[src/design/i2c_register_transaction_sequencer_unit_macros.svh]
// Assertion macros shared by the I2C register transaction sequencer.
// Used by the top level only; no other dependencies.
`ifndef I2C_REGISTER_TRANSACTION_SEQUENCER_UNIT_MACROS_SVH
`define I2C_REGISTER_TRANSACTION_SEQUENCER_UNIT_MACROS_SVH

// Same-cycle implication, checked while out of reset.
`define I2CRTS_ASSERT_SAME(label, clk, rst_n, ante, cons, msg) \
    label: assert property (@(posedge clk) disable iff (!rst_n) (ante) |-> (cons)) \
        else $error(msg);

// Next-cycle implication, checked while out of reset.
`define I2CRTS_ASSERT_NEXT(label, clk, rst_n, ante, cons, msg) \
    label: assert property (@(posedge clk) disable iff (!rst_n) (ante) |=> (cons)) \
        else $error(msg);

`endif

[src/design/i2crts_pkg.sv]
// Package for the I2C register transaction sequencer: item types, codes, constants.
// No dependencies; every other module and interface file of the block imports it.
`timescale 1ns / 1ps

package i2crts_pkg;

    localparam int CFG_IDX_W  = 1;
    localparam int CFG_DATA_W = 16;

    localparam logic [CFG_IDX_W-1:0] CFG_TIMEOUT_TICKS   = 1'b0;
    localparam logic [CFG_IDX_W-1:0] CFG_WIDE_ADDR_SLAVE = 1'b1;

    localparam logic [15:0] TIMEOUT_RESET = 16'd1000;
    localparam logic [7:0]  WIDE_RESET    = 8'd160;
    localparam logic [7:0]  READ_BIT      = 8'b0000_0001;

    typedef enum logic [1:0] {
        KIND_REQ  = 2'd0,
        KIND_TX   = 2'd1,
        KIND_DONE = 2'd2,
        KIND_TICK = 2'd3
    } kind_t;

    typedef enum logic [2:0] {
        CMD_WAIT_IDLE = 3'd0,
        CMD_START     = 3'd1,
        CMD_RESTART   = 3'd2,
        CMD_SEND      = 3'd3,
        CMD_RECV      = 3'd4,
        CMD_ACK       = 3'd5,
        CMD_STOP      = 3'd6
    } cmd_t;

    typedef enum logic [3:0] {
        ERR_OK      = 4'd0,
        ERR_IDLE    = 4'd1,
        ERR_START   = 4'd2,
        ERR_ADDR_W  = 4'd3,
        ERR_REG     = 4'd4,
        ERR_DATA    = 4'd5,
        ERR_STOP    = 4'd6,
        ERR_RESTART = 4'd7,
        ERR_ADDR_R  = 4'd8,
        ERR_RX      = 4'd9
    } err_t;

    typedef struct packed {
        kind_t       kind;
        logic [7:0]  slave_addr;
        logic [15:0] reg_addr;
        logic [7:0]  length;
        logic        is_read;
        logic [7:0]  tx_data;
        logic        ack_received;
        logic [7:0]  rx_data;
    } in_item_t;

    typedef struct packed {
        logic       cmd_valid;
        cmd_t       cmd;
        logic [7:0] cmd_byte;
        logic       ack_value;
        logic       rx_valid;
        logic [7:0] rx_byte;
        logic       done_res;
        err_t       error_code;
    } out_item_t;

    typedef struct packed {
        logic [15:0] timeout_ticks;
        logic [7:0]  wide_addr_slave;
    } cfg_t;

    typedef struct packed {
        logic      valid;
        out_item_t item;
    } step_t;

endpackage

[src/design/i2crts_if.sv]
// Valid/ready channel interfaces for the sequencer's event input and result output.
// Depends on i2crts_pkg for the payload types.
`timescale 1ns / 1ps

interface i2crts_evt_if
    import i2crts_pkg::*;
();
    logic     valid;
    logic     ready;
    in_item_t data;

    modport source (output valid, output data, input ready);
    modport sink (input valid, input data, output ready);
endinterface

interface i2crts_res_if
    import i2crts_pkg::*;
();
    logic      valid;
    logic      ready;
    out_item_t data;

    modport source (output valid, output data, input ready);
    modport sink (input valid, input data, output ready);
endinterface

[src/design/i2crts_cfg.sv]
// Configuration register file: timeout budget and wide-address slave.
// Depends on i2crts_pkg.
`timescale 1ns / 1ps

module i2crts_cfg
    import i2crts_pkg::*;
(
    input  logic                  clk,
    input  logic                  rst_n,
    input  logic                  cfg_we,
    input  logic [CFG_IDX_W-1:0]  cfg_index,
    input  logic [CFG_DATA_W-1:0] cfg_wdata,
    output cfg_t                  cfg
);

    logic [15:0] timeout_reg;
    logic [7:0]  wide_reg;

    always_ff @(posedge clk or negedge rst_n)
    begin
        if (!rst_n)
        begin
            timeout_reg <= TIMEOUT_RESET;
            wide_reg    <= WIDE_RESET;
        end
        else if (cfg_we)
        begin
            unique case (cfg_index)
                CFG_TIMEOUT_TICKS:   timeout_reg <= cfg_wdata;
                CFG_WIDE_ADDR_SLAVE: wide_reg    <= cfg_wdata[7:0];
            endcase
        end
    end

    assign cfg.timeout_ticks   = timeout_reg;
    assign cfg.wide_addr_slave = wide_reg;

endmodule

[src/design/i2crts_fsm.sv]
// Transaction state machine: reacts to one accepted event and forms at most one result.
// Depends on i2crts_pkg.
`timescale 1ns / 1ps

module i2crts_fsm
    import i2crts_pkg::*;
(
    input  logic     clk,
    input  logic     rst_n,
    input  logic     accept,
    input  in_item_t evt,
    input  cfg_t     cfg,
    output step_t    step,
    output logic     busy
);

    typedef enum logic [3:0] {
        PH_IDLE, PH_WAIT_IDLE, PH_START, PH_ADDR_W, PH_REG_HI, PH_REG_LO,
        PH_DATA_W, PH_RESTART, PH_ADDR_R, PH_RX, PH_ACK, PH_STOP
    } phase_t;

    phase_t      phase_reg, phase_next;
    logic [15:0] ticks_reg, ticks_next;
    logic [7:0]  count_reg, count_next;
    logic [7:0]  total_reg, total_next;
    logic [7:0]  slave_reg, slave_next;
    logic [15:0] reg_addr_reg, reg_addr_next;
    logic        read_reg, read_next;
    logic        wait_ack_reg, wait_ack_next;
    logic [7:0]  count_inc;
    logic        rx_last;
    err_t        phase_err;

    // Error code reported when the transaction dies in the current phase.
    always_comb
    begin
        unique case (phase_reg)
            PH_WAIT_IDLE:        phase_err = ERR_IDLE;
            PH_START:            phase_err = ERR_START;
            PH_ADDR_W:           phase_err = ERR_ADDR_W;
            PH_REG_HI, PH_REG_LO: phase_err = ERR_REG;
            PH_DATA_W:           phase_err = ERR_DATA;
            PH_RESTART:          phase_err = ERR_RESTART;
            PH_ADDR_R:           phase_err = ERR_ADDR_R;
            PH_RX, PH_ACK:       phase_err = ERR_RX;
            PH_STOP:             phase_err = ERR_STOP;
            default:             phase_err = ERR_OK;
        endcase
    end

    assign busy      = (phase_reg != PH_IDLE);
    assign count_inc = count_reg + 8'd1;
    // The last-byte test for NACK compares without wrapping the count.
    assign rx_last   = ({1'b0, count_reg} + 9'd1) >= {1'b0, total_reg};

    always_comb
    begin
        phase_next    = phase_reg;
        ticks_next    = ticks_reg;
        count_next    = count_reg;
        total_next    = total_reg;
        slave_next    = slave_reg;
        reg_addr_next = reg_addr_reg;
        read_next     = read_reg;
        wait_ack_next = wait_ack_reg;
        step          = '0;

        if (accept)
        begin
            unique case (evt.kind)
                KIND_REQ:
                begin
                    if (!busy)
                    begin
                        slave_next    = evt.slave_addr;
                        reg_addr_next = evt.reg_addr;
                        total_next    = evt.length;
                        read_next     = evt.is_read;
                        count_next    = '0;
                        wait_ack_next = 1'b0;
                        ticks_next    = cfg.timeout_ticks;
                        phase_next    = PH_WAIT_IDLE;
                        step.valid          = 1'b1;
                        step.item.cmd_valid = 1'b1;
                        step.item.cmd       = CMD_WAIT_IDLE;
                    end
                end
                KIND_TICK:
                begin
                    if (busy)
                    begin
                        if (ticks_reg <= 16'd1)
                        begin
                            ticks_next    = '0;
                            phase_next    = PH_IDLE;
                            wait_ack_next = 1'b0;
                            step.valid           = 1'b1;
                            step.item.done_res   = 1'b1;
                            step.item.error_code = phase_err;
                        end
                        else
                        begin
                            ticks_next = ticks_reg - 16'd1;
                        end
                    end
                end
                KIND_TX:
                begin
                    if (phase_reg == PH_DATA_W && !wait_ack_reg)
                    begin
                        wait_ack_next       = 1'b1;
                        step.valid          = 1'b1;
                        step.item.cmd_valid = 1'b1;
                        step.item.cmd       = CMD_SEND;
                        step.item.cmd_byte  = evt.tx_data;
                    end
                end
                KIND_DONE:
                begin
                    step.valid          = 1'b1;
                    step.item.cmd_valid = 1'b1;
                    unique case (phase_reg)
                        PH_WAIT_IDLE:
                        begin
                            phase_next    = PH_START;
                            step.item.cmd = CMD_START;
                        end
                        PH_START:
                        begin
                            phase_next         = PH_ADDR_W;
                            step.item.cmd      = CMD_SEND;
                            step.item.cmd_byte = slave_reg;
                        end
                        PH_ADDR_W, PH_REG_HI:
                        begin
                            step.item.cmd = CMD_SEND;
                            if (phase_reg == PH_ADDR_W && slave_reg == cfg.wide_addr_slave)
                            begin
                                phase_next         = PH_REG_HI;
                                step.item.cmd_byte = reg_addr_reg[15:8];
                            end
                            else
                            begin
                                phase_next         = PH_REG_LO;
                                step.item.cmd_byte = reg_addr_reg[7:0];
                            end
                        end
                        PH_REG_LO:
                        begin
                            if (read_reg)
                            begin
                                phase_next    = PH_RESTART;
                                step.item.cmd = CMD_RESTART;
                            end
                            else if (total_reg == 8'd0)
                            begin
                                phase_next    = PH_STOP;
                                step.item.cmd = CMD_STOP;
                            end
                            else
                            begin
                                phase_next    = PH_DATA_W;
                                wait_ack_next = 1'b0;
                                step          = '0;
                            end
                        end
                        PH_DATA_W:
                        begin
                            step = '0;
                            if (wait_ack_reg && evt.ack_received)
                            begin
                                count_next    = count_inc;
                                wait_ack_next = 1'b0;
                                if (count_inc >= total_reg)
                                begin
                                    phase_next          = PH_STOP;
                                    step.valid          = 1'b1;
                                    step.item.cmd_valid = 1'b1;
                                    step.item.cmd       = CMD_STOP;
                                end
                            end
                        end
                        PH_RESTART:
                        begin
                            phase_next         = PH_ADDR_R;
                            step.item.cmd      = CMD_SEND;
                            step.item.cmd_byte = slave_reg | READ_BIT;
                        end
                        PH_ADDR_R:
                        begin
                            if (total_reg == 8'd0)
                            begin
                                phase_next    = PH_STOP;
                                step.item.cmd = CMD_STOP;
                            end
                            else
                            begin
                                phase_next    = PH_RX;
                                step.item.cmd = CMD_RECV;
                            end
                        end
                        PH_RX:
                        begin
                            phase_next          = PH_ACK;
                            step.item.cmd       = CMD_ACK;
                            step.item.ack_value = rx_last;
                            step.item.rx_valid  = 1'b1;
                            step.item.rx_byte   = evt.rx_data;
                        end
                        PH_ACK:
                        begin
                            count_next = count_inc;
                            if (count_inc >= total_reg)
                            begin
                                phase_next    = PH_STOP;
                                step.item.cmd = CMD_STOP;
                            end
                            else
                            begin
                                phase_next    = PH_RX;
                                step.item.cmd = CMD_RECV;
                            end
                        end
                        PH_STOP:
                        begin
                            phase_next           = PH_IDLE;
                            wait_ack_next        = 1'b0;
                            step.item            = '0;
                            step.item.done_res   = 1'b1;
                            step.item.error_code = ERR_OK;
                        end
                        default:
                        begin
                            step = '0;
                        end
                    endcase

                    // A NACK on any sent byte aborts the transaction without a stop.
                    if (!evt.ack_received && (phase_reg == PH_ADDR_W || phase_reg == PH_REG_HI
                        || phase_reg == PH_REG_LO || phase_reg == PH_ADDR_R
                        || (phase_reg == PH_DATA_W && wait_ack_reg)))
                    begin
                        phase_next           = PH_IDLE;
                        wait_ack_next        = 1'b0;
                        count_next           = count_reg;
                        step                 = '0;
                        step.valid           = 1'b1;
                        step.item.done_res   = 1'b1;
                        step.item.error_code = phase_err;
                    end
                end
            endcase
        end
    end

    always_ff @(posedge clk or negedge rst_n)
    begin
        if (!rst_n)
        begin
            phase_reg    <= PH_IDLE;
            ticks_reg    <= '0;
            count_reg    <= '0;
            total_reg    <= '0;
            slave_reg    <= '0;
            reg_addr_reg <= '0;
            read_reg     <= 1'b0;
            wait_ack_reg <= 1'b0;
        end
        else
        begin
            phase_reg    <= phase_next;
            ticks_reg    <= ticks_next;
            count_reg    <= count_next;
            total_reg    <= total_next;
            slave_reg    <= slave_next;
            reg_addr_reg <= reg_addr_next;
            read_reg     <= read_next;
            wait_ack_reg <= wait_ack_next;
        end
    end

endmodule

[src/design/i2crts_out_stage.sv]
// Result register that drives the output channel and frees itself on each transfer.
// Depends on i2crts_pkg and the i2crts_res_if interface.
`timescale 1ns / 1ps

module i2crts_out_stage
    import i2crts_pkg::*;
(
    input  logic  clk,
    input  logic  rst_n,
    input  step_t step,
    output logic  space,
    i2crts_res_if.source res
);

    logic      valid_reg, valid_next;
    out_item_t data_reg;

    assign space = !valid_reg || res.ready;

    always_comb
    begin
        valid_next = valid_reg;
        if (step.valid)
        begin
            valid_next = 1'b1;
        end
        else if (res.ready)
        begin
            valid_next = 1'b0;
        end
    end

    always_ff @(posedge clk or negedge rst_n)
    begin
        if (!rst_n)
        begin
            valid_reg <= 1'b0;
        end
        else
        begin
            valid_reg <= valid_next;
        end
    end

    always_ff @(posedge clk)
    begin
        if (step.valid)
        begin
            data_reg <= step.item;
        end
    end

    assign res.valid = valid_reg;
    assign res.data  = data_reg;

endmodule

[src/design/i2c_register_transaction_sequencer_unit.sv]
// Top level of the I2C register transaction sequencer.
// Depends on i2crts_pkg, the channel interfaces, i2crts_cfg, i2crts_fsm and i2crts_out_stage.
`timescale 1ns / 1ps
// Usage: the evt channel carries requests, write data bytes, bus-done reports
// from the byte-level master engine, and timer ticks. Each transfer on evt
// produces at most one item on the res channel: a bus command for the engine,
// a received byte together with its ACK/NACK command, or a completion with an
// error code. Items that do not apply to the current phase are swallowed.
// A result appears on res in the cycle after the evt transfer that caused it,
// from the result register. Throughput: one evt transfer per cycle unless res
// stalls, since each event is one step of the state machine followed by that register.
// When res is stalled with a result waiting, evt.ready drops until the result
// is taken; a result taken in the same cycle frees the register for the next.
// The configuration port writes the timeout budget and the wide-address slave;
// users must use it only while no transaction is in progress; the block does not check.
// Reset: the sequencer returns to idle with the result register empty, and the
// configuration returns to a budget of 1000 ticks and wide-address slave 0xA0.

`include "i2c_register_transaction_sequencer_unit_macros.svh"

module i2c_register_transaction_sequencer_unit
    import i2crts_pkg::*;
(
    input  logic                  clk,
    input  logic                  rst_n,
    i2crts_evt_if.sink            evt,
    i2crts_res_if.source          res,
    input  logic                  cfg_we,
    input  logic [CFG_IDX_W-1:0]  cfg_index,
    input  logic [CFG_DATA_W-1:0] cfg_wdata
);

    cfg_t  cfg;
    step_t step;
    logic  space;
    logic  accept;
    logic  busy;

    // An event is taken whenever the result register can absorb what it produces.
    assign evt.ready = space;
    assign accept    = evt.valid && space;

    i2crts_cfg u_cfg (
        .clk       (clk),
        .rst_n     (rst_n),
        .cfg_we    (cfg_we),
        .cfg_index (cfg_index),
        .cfg_wdata (cfg_wdata),
        .cfg       (cfg)
    );

    i2crts_fsm u_fsm (
        .clk    (clk),
        .rst_n  (rst_n),
        .accept (accept),
        .evt    (evt.data),
        .cfg    (cfg),
        .step   (step),
        .busy   (busy)
    );

    i2crts_out_stage u_out (
        .clk   (clk),
        .rst_n (rst_n),
        .step  (step),
        .space (space),
        .res   (res)
    );

    // A completion never carries a bus command alongside it.
    `I2CRTS_ASSERT_SAME(a_done_no_cmd, clk, rst_n, res.valid && res.data.done_res,
        !res.data.cmd_valid, "completion carries a bus command")
    // A received byte always travels with its ACK/NACK command.
    `I2CRTS_ASSERT_SAME(a_rx_with_ack, clk, rst_n, res.valid && res.data.rx_valid,
        res.data.cmd_valid && res.data.cmd == CMD_ACK, "received byte without ack command")
    // Once a transaction completes or aborts, the sequencer is idle.
    `I2CRTS_ASSERT_NEXT(a_idle_after_done, clk, rst_n, step.valid && step.item.done_res,
        !busy, "sequencer busy after completion")

endmodule
[src/flat_wrapper.sv]
// flat-port wrapper written by rule: the top's interface ports become plain ports
module i2c_register_transaction_sequencer_unit_flat import i2crts_pkg::*;
  (clk, rst_n, cfg_we, cfg_index, cfg_wdata, evt_valid, evt_data, evt_ready, res_valid, res_data, res_ready);
  i2crts_evt_if evt_i ();
  i2crts_res_if res_i ();
  input  logic clk;
  input  logic rst_n;
  input  logic cfg_we;
  input  logic [CFG_IDX_W-1:0] cfg_index;
  input  logic [CFG_DATA_W-1:0] cfg_wdata;
  input wire logic [$bits(evt_i.valid)-1:0] evt_valid;
  input wire logic [$bits(evt_i.data)-1:0] evt_data;
  output wire logic [$bits(evt_i.ready)-1:0] evt_ready;
  output wire logic [$bits(res_i.valid)-1:0] res_valid;
  output wire logic [$bits(res_i.data)-1:0] res_data;
  input wire logic [$bits(res_i.ready)-1:0] res_ready;
  assign evt_i.valid = evt_valid;
  assign evt_i.data = evt_data;
  assign evt_ready = evt_i.ready;
  assign res_valid = res_i.valid;
  assign res_data = res_i.data;
  assign res_i.ready = res_ready;
  i2c_register_transaction_sequencer_unit u_core (.clk(clk), .rst_n(rst_n), .evt(evt_i), .res(res_i), .cfg_we(cfg_we), .cfg_index(cfg_index), .cfg_wdata(cfg_wdata));
endmodule
[config.mk]
export PLATFORM = sky130hd
export DESIGN_NAME = i2c_register_transaction_sequencer_unit_flat
export DESIGN_NICKNAME = d
export VERILOG_FILES = /design/src/design/i2crts_pkg.sv /design/src/design/i2crts_if.sv /design/src/design/i2crts_cfg.sv /design/src/design/i2crts_fsm.sv /design/src/design/i2crts_out_stage.sv /design/src/design/i2c_register_transaction_sequencer_unit.sv /design/src/flat_wrapper.sv
export VERILOG_INCLUDE_DIRS = /design/src /design/src/design
export SDC_FILE = /design/constraint.sdc
export NUM_CORES = 1
export LEC_CHECK = 0
export BUFFER_PORTS_ARGS = -buffer_cell sky130_fd_sc_hd__clkbuf_2
export CORE_ASPECT_RATIO = 2
export CORE_UTILIZATION = 40
export CTS_CLUSTER_DIAMETER = 200
export CTS_CLUSTER_SIZE = 24
export DETAILED_ROUTE_END_ITERATION = 16
export GPL_ROUTABILITY_DRIVEN = 1
export SETUP_SLACK_MARGIN = 0.1
export SLEW_MARGIN = 15
export SYNTH_ARGS = -nofsm -noshare
export SYNTH_HDL_FRONTEND = slang
export SYNTH_SLANG_ARGS = --single-unit
[constraint.sdc]
create_clock -name clk -period 4.4 [get_ports clk]
set_input_delay 0.44 -clock clk [delete_from_list [all_inputs] [get_ports clk]]
set_output_delay 0.44 -clock clk [all_outputs]
set_load 0.1 [all_outputs]
==> impl_metrics.csv, run 1 <==
group,metric,value,unit
floorplanning,core,14900,um^2
sta,relSlewSlack,42.3,%
clock_tree,cts_tree,"done",
flow_run,maxCapViolations,0,
logic_synthesis,synth_edf_count,27,
final_layout,fin_nets,772,
floorplanning,ioPinCount,103,
setup_path,crit_path_start_kind,"flop",
route,vias,4838,
power_and_ir_drop,peakVddDrop,394,uV
final_layout,synthToLayoutAreaGrowth,20.6,%
sta,period_share,79.4,%
logic_synthesis,synth_common_cells,"dfrtp_1 (79), mux2_2 (63), o21ai_0 (56), nand2_1 (45), nor2_1 (39)",
route,vias_per_cell,5.47,
logic_synthesis,ys.flop_type,"dfrtp_1",
global_route,grt_max_degree,49,
logic_synthesis,ys_types,64,
floorplanning,rows,63,
floorplanning,die_area,15800,um^2
clock_tree,holdBufCountCts,0,
clock_tree,clk_latency,0.41,ns
setup_path,endpoint_kind,"flop",
placed_design,dp_hpwl,11.8,mm
clock_tree,cts_sinks,114,
clock_tree,cts_max_level,4,
placed_design,portBuffers,102,
setup_path,cp.arrival,3.53,ns
global_route,first_global_vias,5031,
floorplanning,die_x,89.5,um
route,drt_iter0_markers,311,
sta,whs,0.0516,ns
sta,rsz0062_at_grt,"false",
status,status,"complete, no violations",
logic_synthesis,synth_area_leaders,"dfrtp_1 (32%), edfxtp_1 (13%), mux2_2 (12%), o21ai_0 (4.6%), ha_1 (4.5%)",
setup_path,worst_ep_required_time,4.44,ns
sta,timing.final.crit_period,3.49,ns
power_and_ir_drop,powerDensity,580,nW/um^2
placed_design,routabilityCongestion,0.896,
global_route,grt_overflow,0,
clock_tree,ctsRootBufferMaster,"clkbuf_16",
logic_synthesis,yosys_warnings,0,
clock_tree,cts_buffer_depth,2,
sta,fmax,286,MHz
logic_synthesis,synthCells,575,
final_layout,num-fill-cells,1402,
sta,setup-tns-final,0,ns
floorplanning,start_util,41.1,%
route,route.detailed.drc,0,
logic_synthesis,async_reset_ff_share,76.3,%
sta,setup_viol,0,
setup_path,worstPathMaxFanout,27,
sta,hold_viol_final,0,
sta,final.setup_skew,0.00866,ns
logic_synthesis,synth_seq_cells,114,
route,ant_nets,0,
logic_synthesis,synth_top_area_share,32.3,%
logic_synthesis,syn_area,6120,um^2
route,wl_per_cell,17.7,um
setup_path,worstSetupPathType,"flop to flop",
clock_tree,clkTransAtPathRegs,0.06,ns
final_layout,largest_reg_flops,27,
global_route,grtUsageTotal,21.3,%
clock_tree,numCtsBuffers,17,
logic_synthesis,yosysMostFrequentCell,"dfrtp_1",
sta,worstMarginPinSlew,0.866,ns
floorplanning,die-height,177,um
logic_synthesis,synth.yosys.seq_area_share,49.0,%
power_and_ir_drop,power_leakage,3.18,nW
final_layout,insertedDiodeCount,0,
final_layout,final_layout_size_suffix_gt1_share,31.8,%
setup_path,r2r.worst_path.cells,10,
logic_synthesis,syn_nets,671,
logic_synthesis,synth_area_leader_cell,"dfrtp_1",
worst_hold_path,hold_class,"input pin to asynchronous set/reset pin",
global_route,antenna_found_initial,0,
global_route,grt_pass1_wl,25.1,mm
sta,finalMaxSlewViolations,0,
logic_synthesis,syn_area_per_cell,10.6,um^2
route,routed_wl,15.7,mm
clock_tree,post_cts_resized,0,
route,dr.pass1.iters,4,
clock_tree,post-cts-setup-buffers,0,
==> metrics by stage <==
stage	instance area, um^2	util, %	cells	power, mW	setup WS (ns)
2_1_floorplan	6120	-	575	2.60	1.29
3_3_place_gp	6800	45.6	852	2.91	1.11
3_5_place_dp	6800	45.6	852	2.95	0.932
4_1_cts	7380	49.6	884	4.32	0.911
5_1_grt	7380	49.6	884	4.53	0.605
6_report	7380	49.6	884	4.28	0.906
==> path summary, 6_finish.rpt <==
kind                            slack, ns                    startpoint                           end
worst max-delay path                 0.91     u_core.u_fsm.count_reg[0]      u_core.u_out.res.data[9]
worst min-delay path                 0.05                         rst_n     u_core.u_fsm.slave_reg[1]
worst max register to register       0.91     u_core.u_fsm.count_reg[0]      u_core.u_out.res.data[9]
worst min register to register       0.50  u_core.u_fsm.reg_addr_reg[2]  u_core.u_fsm.reg_addr_reg[2]
max in group asynchronous            3.36                         rst_n      u_core.u_cfg.wide_reg[5]
min in group clk                     0.26                 cfg_wdata[12]  u_core.u_cfg.timeout_reg[12]
==> logic make-up (layout without fill, tap and decap cells) <==
kind of cell,count (synthesis),after routing,share of synthesized area (%)
AOI/OAI and AO/OA,148,148,15.3
muxes,64,64,11.8
buffers and inverters,46,160,3.17
and+or+nand+nor,167,167,14.3
adders and majority gates,22,22,4.50
xor gates and xnor gates,14,14,2.00
DFF,114,114,49.0
==> cell type report <==
cell class              count  area [um^2]  share of cell area (%)
clock buffers              21          483                    6.54
clock inverters            11          100                    1.36
inverters                  21         78.8                    1.07
multi-input cells         415         2930                    39.7
flip-flops and latches    114         3000                    40.6
well taps                 195          244                    3.31
repair buffers            107          551                    7.46
==> cell usage in the layout (no fill, tap or decap), types with 3 or more instances in the layout <==
cell type and instances:
a211oi_1 4, a21o_1 3, a21oi_1 33, a221oi_1 7
a22oi_1 9, a31oi_1 5, and2_1 11, and3_1 13
buf_4 6, clkbuf_16 19, clkbuf_2 101, clkinv_2 4
dfrtp_1 79, dfstp_2 8, edfxtp_1 27, ha_1 22
inv_1 21, mux2_2 63, nand2_1 45, nand2b_1 3
nand3_1 9, nand4_1 7, nor2_1 39, nor2b_1 7
nor3_1 13, nor4_1 7, o21a_1 5, o21ai_0 54
o31ai_1 3, xnor2_1 3, xor2_1 11
==> metal layers <==
layer / track usage (%) / part of all wire, %
met1: 22.1 / 36
met2: 39.6 / 57
met4: 10.3 / 3.6
met5: 0 / 0
met3: 3.78 / 2.8
==> power by group <==
group	leakage, nW	total, mW	switching (mW)	internal, mW
registers	1.32	1.65	0.257	1.39
logic	1.58	1.29	0.791	0.502
clock network	0.284	1.34	0.497	0.844
==> critical path: stages (launching register included) <==
cell	delay (ns)
dfrtp_1	0.44
ha_1	0.21
and3_1	0.23
nand3_1	0.16
xnor2_1	0.17
ha_1	0.30
nand4_1	0.14
o31ai_1	0.46
a21o_1	0.21
or3_1	0.14
a31o_2	0.64
Power figures use the tool's default switching activity.
==> run 2, diff against run 1 <==
==> constraint.sdc (replaced) <==
create_clock -name clk -period 3.4 [get_ports clk]
set_input_delay 0.34 -clock clk [delete_from_list [all_inputs] [get_ports clk]]
set_output_delay 0.34 -clock clk [all_outputs]
set_load 0.1 [all_outputs]
==> impl_metrics.csv, run 2 (synthesis results as in run 1) <==
group,metric,value,unit
route,drt_iter0_markers,258,
final_layout,final_design_area_no_fill,7500,um^2
placed_design,routabilityCongestion,0.898,
sta,fin_ws,0.307,ns
worst_hold_path,min_from,"cfg_wdata[8]",
setup_path,r2r.worst_path.cells,11,
worst_hold_path,hold_class,"input pin to flop",
power_and_ir_drop,combPwrFrac,30.5,%
placed_design,place_ws,0.119,ns
flow_run,maxCapViolations,0,
final_layout,final_common_cell,"clkbuf_2",
placed_design,portBuffers,102,
sta,final.setup_skew,0.0128,ns
route,vias_per_cell,5.56,
setup_path,slowest_stage,"or3_4",
power_and_ir_drop,peakVddDrop,446,uV
route,ant_nets,0,
sta,setup_viol,0,
clock_tree,cts_buffer_depth,2,
clock_tree,cts_max_level,4,
route,dr.pass1.iters,5,
final_layout,post-route-util,50.3,%
floorplanning,core,14900,um^2
final_layout,synthToLayoutAreaGrowth,22.6,%
power_and_ir_drop,clock_power_share,32.2,%
clock_tree,clkTransAtPathRegs,0.06,ns
power_and_ir_drop,p_sw,2.13,mW
sta,timing.final.crit_period,3.09,ns
power_and_ir_drop,total_power,5.73,mW
sta,hold_viol_final,0,
power_and_ir_drop,swShare,37.2,%
floorplanning,ioPinCount,103,
sta,rsz0062_at_grt,"false",
sta,fmax,323,MHz
global_route,grt_overflow,0,
final_layout,insertedDiodeCount,0,
clock_tree,numCtsBuffers,17,
final_layout,num-fill-cells,1362,
power_and_ir_drop,intPower,3.60,mW
floorplanning,die-height,177,um
route,routed_wl,16.4,mm
floorplanning,die_x,89.5,um
final_layout,fin_cells,893,
setup_path,endpoint_kind,"flop",
power_and_ir_drop,p_seq_share,37.3,%
worst_hold_path,min_to,"u_core.u_cfg.timeout_reg[8]",
placed_design,dp_hpwl,12.1,mm
clock_tree,clk_latency,0.42,ns
worst_hold_path,min_path_cells,2,
setup_path,cp.arrival,3.24,ns
global_route,antenna_found_initial,0,
setup_path,worstSetupPathType,"flop to flop",
clock_tree,cts_tree,"done",
final_layout,largest_reg_flops,27,
sta,finalMaxSlewViolations,0,
sta,period_share,91.0,%
global_route,grt_pass1_wl,25.0,mm
setup_path,r2r-start,"u_core.u_fsm.count_reg[4]",
placed_design,dpl-instance-area,6840,um^2
floorplanning,rows,63,
route,route.detailed.drc,0,
global_route,grtUsageTotal,21.5,%
floorplanning,start_util,41.1,%
setup_path,cpPeakStageDelay,0.45,ns
setup_path,rrSetupSlack,0.31,ns
final_layout,fin_nets,781,
clock_tree,ctsRootBufferMaster,"clkbuf_16",
status,status,"complete, no violations",
power_and_ir_drop,power_leakage,3.24,nW
global_route,first_global_vias,5004,
route,wl_per_cell,18.4,um
power_and_ir_drop,powerDensity,764,nW/um^2
setup_path,crit_path_start_kind,"flop",
sta,setup-tns-final,0,ns
sta,relSlewSlack,38.7,%
route,vias,4962,
final_layout,multi_input_area,2970,um^2
setup_path,path_cells,"and3_1 > nand3_1 > nor2_1 > xor2_1 > ha_1 > a21oi_1 > o21a_1 > o31ai_1 > a21o_1 > or3_4 > a31o_2",
placed_design,dp_cells,858,
sta,worstMarginPinSlew,0.920,ns
floorplanning,die_area,15800,um^2
setup_path,crit_buf_inv,0,
setup_path,worst_ep_required_time,3.55,ns
sta,whs,0.142,ns
setup_path,worstPathMaxFanout,7,
setup_path,rr_endpoint,"u_core.u_out.res.data[3]",
final_layout,mostFrequentLayoutCells,"clkbuf_2 (101), dfrtp_1 (79), mux2_2 (63)",
final_layout,final_layout_size_suffix_gt1_share,33.0,%
setup_path,cp_top_family,"simple AND/OR/NAND/NOR gates",
final_layout,register_area,3000,um^2
clock_tree,cts_sinks,114,
global_route,grt_max_degree,45,
run 2: cell types whose count changed in the layout (fill, tap and decap cells not counted), moves of 2 or more:
cell,before,now
clkbuf_1,2,0
clkinv_2,4,0
clkbuf_16,19,17
a31o_4,0,2
buf_4,6,12
inv_8,0,2
inv_6,2,6
run 2: worst max path at each step:
stage / startpoint / endpoint / slack [ns] / depth (start not counted)
CTS: u_core.u_fsm.count_reg[0] / u_core.u_out.res.data[13] / 0.10 / 10
global route: u_core.u_fsm.count_reg[4] / u_core.u_fsm.phase_reg[0] / 0.12 / 12
global placement: u_core.u_fsm.count_reg[0] / u_core.u_out.res.data[5] / 0.22 / 10
floorplan: u_core.u_out.res.valid / u_core.u_out.res.data[0] / 0.29 / 6
finish: u_core.u_fsm.count_reg[4] / u_core.u_out.res.data[3] / 0.31 / 11
detailed placement: u_core.u_fsm.count_reg[4] / u_core.u_out.res.data[10] / 0.12 / 11
run 2: layer usage:
layer | routed length [um] | global-route usage, %
met1 | 5740 | 22.0
met2 | 9390 | 39.1
met3 | 472 | 3.92
met4 | 805 | 12.9
met5 | 0 | 0
run 2: worst register-to-register path: cells and delay by family, from the launching register on:
family,cells,cell delay [ns]
XOR/XNOR,1,0.21
AND/OR/NAND/NOR,4,0.99
flip-flops,1,0.42
AO/OA/AOI/OAI,5,0.92
adder cells (fa/ha/maj),1,0.29
run 2: cell type report:
| type | instances | share of cell area, % |
|---|---|---|
| Tap cell | 195 | 3.25 |
| Multi-Input combinational cell | 417 | 39.6 |
| Clock buffer | 18 | 5.86 |
| Sequential cell | 114 | 40.0 |
| Timing Repair Buffer | 114 | 8.07 |
| Inverter | 21 | 1.05 |
| Clock inverter | 14 | 2.22 |
run 2: power by group through the flow:
stage | Combinational (mW) | Sequential [mW] | Clock, mW
finish | 1.75 | 2.13 | 1.85
global route | 1.91 | 2.18 | 1.93
CTS | 1.70 | 2.13 | 1.86
detailed placement | 1.69 | 2.15 | 0
global placement | 1.65 | 2.14 | 0
floorplan | 1.06 | 2.30 | 0
run 2: what timing repair did:
| action | in CTS | in global routing |
|---|---|---|
| endpoints found under the setup margin | 0 | 28 |
| hold buffers | 1 | 0 |
| resized for setup | 0 | 4 |
| buffers inserted | 0 | 0 |
| hold endpoints to repair | 36 | 0 |
==> run 3, diff against run 2 <==
--- a/config.mk
+++ b/config.mk
@@ -13,6 +13,7 @@
 export CTS_CLUSTER_SIZE = 24
 export DETAILED_ROUTE_END_ITERATION = 16
 export GPL_ROUTABILITY_DRIVEN = 1
+export REMOVE_ABC_BUFFERS = 1
 export SETUP_SLACK_MARGIN = 0.1
 export SLEW_MARGIN = 15
 export SYNTH_ARGS = -nofsm -noshare
==> constraint.sdc (replaced) <==
create_clock -name clk -period 2.9 [get_ports clk]
set_input_delay 0.29 -clock clk [delete_from_list [all_inputs] [get_ports clk]]
set_output_delay 0.29 -clock clk [all_outputs]
set_load 0.1 [all_outputs]
==> impl_metrics.csv, run 3 (synthesis results as in run 1) <==
group,metric,value,unit
sta,setup_viol,27,
floorplanning,die_area,15800,um^2
setup_path,crit_buf_inv,1,
sta,final.setup_skew,0.00966,ns
power_and_ir_drop,swShare,36.1,%
power_and_ir_drop,peakVddDrop,431,uV
setup_path,r2r-start,"u_core.u_fsm.count_reg[0]",
status,status,"complete, but fails checks",
final_layout,final_common_cell,"clkbuf_2",
setup_path,rrSetupSlack,-0.04,ns
setup_path,worstSetupPathType,"flop to flop",
sta,setup-tns-final,-0.700,ns
floorplanning,die_x,89.5,um
sta,timing.final.crit_period,2.94,ns
route,route.detailed.drc,0,
setup_path,cp-endpoint,"u_core.u_out.res.data[9]",
power_and_ir_drop,p_seq_share,36.6,%
power_and_ir_drop,powerDensity,863,nW/um^2
route,dr.pass1.iters,4,
sta,fin_ws,-0.0364,ns
power_and_ir_drop,combPwrFrac,33.3,%
floorplanning,die-height,177,um
sta,hold_viol_final,0,
placed_design,routabilityCongestion,0.983,
setup_path,worst_ep_required_time,3.08,ns
global_route,grt_pass1_wl,26.8,mm
final_layout,mostFrequentLayoutCells,"clkbuf_2 (101), dfrtp_1 (78), mux2_2 (62)",
global_route,first_global_vias,5269,
final_layout,final_layout_size_suffix_gt1_share,38.6,%
sta,worstMarginPinSlew,0.606,ns
worst_hold_path,hold_class,"input pin to flop",
sta,period_share,101,%
final_layout,fin_nets,822,
final_layout,insertedDiodeCount,0,
setup_path,endpoint_kind,"flop",
flow_run,maxCapViolations,0,
route,drt_iter0_markers,347,
global_route,antenna_found_initial,0,
global_route,grt_overflow,0,
setup_path,cpPeakStageDelay,0.41,ns
setup_path,r2r.worst_path.cells,12,
clock_tree,cts_max_level,4,
clock_tree,clk_latency,0.42,ns
route,vias_per_cell,5.44,
final_layout,post-route-util,53.3,%
power_and_ir_drop,clock_power_share,30.1,%
placed_design,portBuffers,102,
route,routed_wl,17.3,mm
clock_tree,numCtsBuffers,17,
setup_path,crit_cells,12,
global_route,grtUsageTotal,23.2,%
floorplanning,ioPinCount,103,
setup_path,slowest_stage,"dfrtp_1",
setup_path,cp-startpoint,"u_core.u_fsm.count_reg[0]",
clock_tree,clkTransAtPathRegs,0.06,ns
floorplanning,start_util,41.1,%
setup_path,path_cells,"and3_4 > nand3_4 > nor2_4 > xor2_2 > ha_1 > a21oi_2 > o21a_1 > o31ai_2 > a21o_1 > or3_4 > a31o_4 > clkbuf_16",
status,violations,"negative setup slack",
clock_tree,cts_tree,"done",
power_and_ir_drop,power_leakage,3.46,nW
clock_tree,cts_buffer_depth,2,
setup_path,cp.arrival,3.12,ns
setup_path,worstPathMaxFanout,6,
sta,rsz0062_at_grt,"true",
sta,relSlewSlack,59.2,%
power_and_ir_drop,p_sw,2.47,mW
floorplanning,core,14900,um^2
clock_tree,ctsRootBufferMaster,"clkbuf_16",
final_layout,largest_reg_flops,27,
sta,fmax,341,MHz
floorplanning,rows,63,
clock_tree,cts_sinks,114,
setup_path,rr_endpoint,"u_core.u_out.res.data[9]",
power_and_ir_drop,intPower,4.38,mW
global_route,grt_max_degree,43,
placed_design,dp_hpwl,13.1,mm
route,wl_per_cell,18.6,um
setup_path,cp_top_family,"compound AO/OA/AOI/OAI gates",
final_layout,synthToLayoutAreaGrowth,29.8,%
route,vias,5081,
route,ant_nets,0,
setup_path,crit_path_start_kind,"flop",
sta,finalMaxSlewViolations,0,
==> run 3: power groups by stage <==
stage	Combinational (mW)	Sequential [mW]	Clock, mW
final	2.29	2.50	2.06
after global routing	2.49	2.57	2.18
after CTS	2.21	2.50	2.11
after detailed placement	2.14	2.53	0
after global placement	2.10	2.51	0
after floorplan	1.23	2.70	0
==> run 3: layer usage <==
metal  track usage [%]  wire length (um)  vias up
met5                 0                 0        -
met4              14.2               816        0
met3              4.20               617       47
met2              43.4              9860      165
met1              22.3              6050     2449
li1                  -                 -     2420
==> run 3: how the worst min path moves through the flow <==
stage | start | to | slack (ns) | cells after the start
3_3_place_gp | rst_n | u_core.u_fsm.total_reg[7] | 0.33 | 1
2_1_floorplan | rst_n | u_core.u_cfg.timeout_reg[0] | -0.006 | 0
5_1_grt | evt_data[47] | u_core.u_fsm.slave_reg[5] | 0.09 | 2
4_1_cts | cfg_wdata[15] | u_core.u_cfg.timeout_reg[15] | 0.08 | 2
6_report | cfg_wdata[15] | u_core.u_cfg.timeout_reg[15] | 0.1 | 2
3_5_place_dp | rst_n | u_core.u_fsm.total_reg[1] | 0.33 | 1
==> run 3: final cells by class <==
cell class              count  area [um^2]
clock buffers              20          457
multi-input cells         415         3040
fillers                  1320         6960
clock inverters            12          128
repair buffers            157          998
flip-flops and latches    114         3000
inverters                  21         78.8
well taps                 195          244
==> run 3: worst reg2reg max path: stages (launching register included) <==
cell and delay, ns:
dfrtp_1 0.41, and3_4 0.23, nand3_4 0.09, nor2_4 0.14, xor2_2 0.16, ha_1 0.28
a21oi_2 0.14, o21a_1 0.16, o31ai_2 0.08, a21o_1 0.18, or3_4 0.38, a31o_4 0.30
clkbuf_16 0.17
==> run 3: through the flow <==
stage / setup slack, ns / hold WS, ns / instance area, um^2 / cells / power [mW]
floorplan: -0.506 / -0.00559 / 6000 / 550 / 3.93
global placement: -0.0444 / 0.328 / 7110 / 890 / 4.60
detailed placement: -0.108 / 0.329 / 7110 / 890 / 4.67
CTS: -0.0177 / 0.0807 / 7830 / 929 / 6.83
global route: -0.156 / 0.0938 / 7940 / 934 / 7.23
finish: -0.0364 / 0.0985 / 7940 / 934 / 6.85
==> run 3: repair_timing <==
| item | 4_1_cts | 5_1_grt |
|---|---|---|
| hold buffers | 1 | 0 |
| gates cloned | 1 | 1 |
| pin swaps | 11 | 8 |
| setup buffers | 5 | 4 |
| gates resized for setup | 13 | 11 |
| hold endpoints to repair | 38 | 0 |
| endpoints found under the setup margin | 32 | 33 |
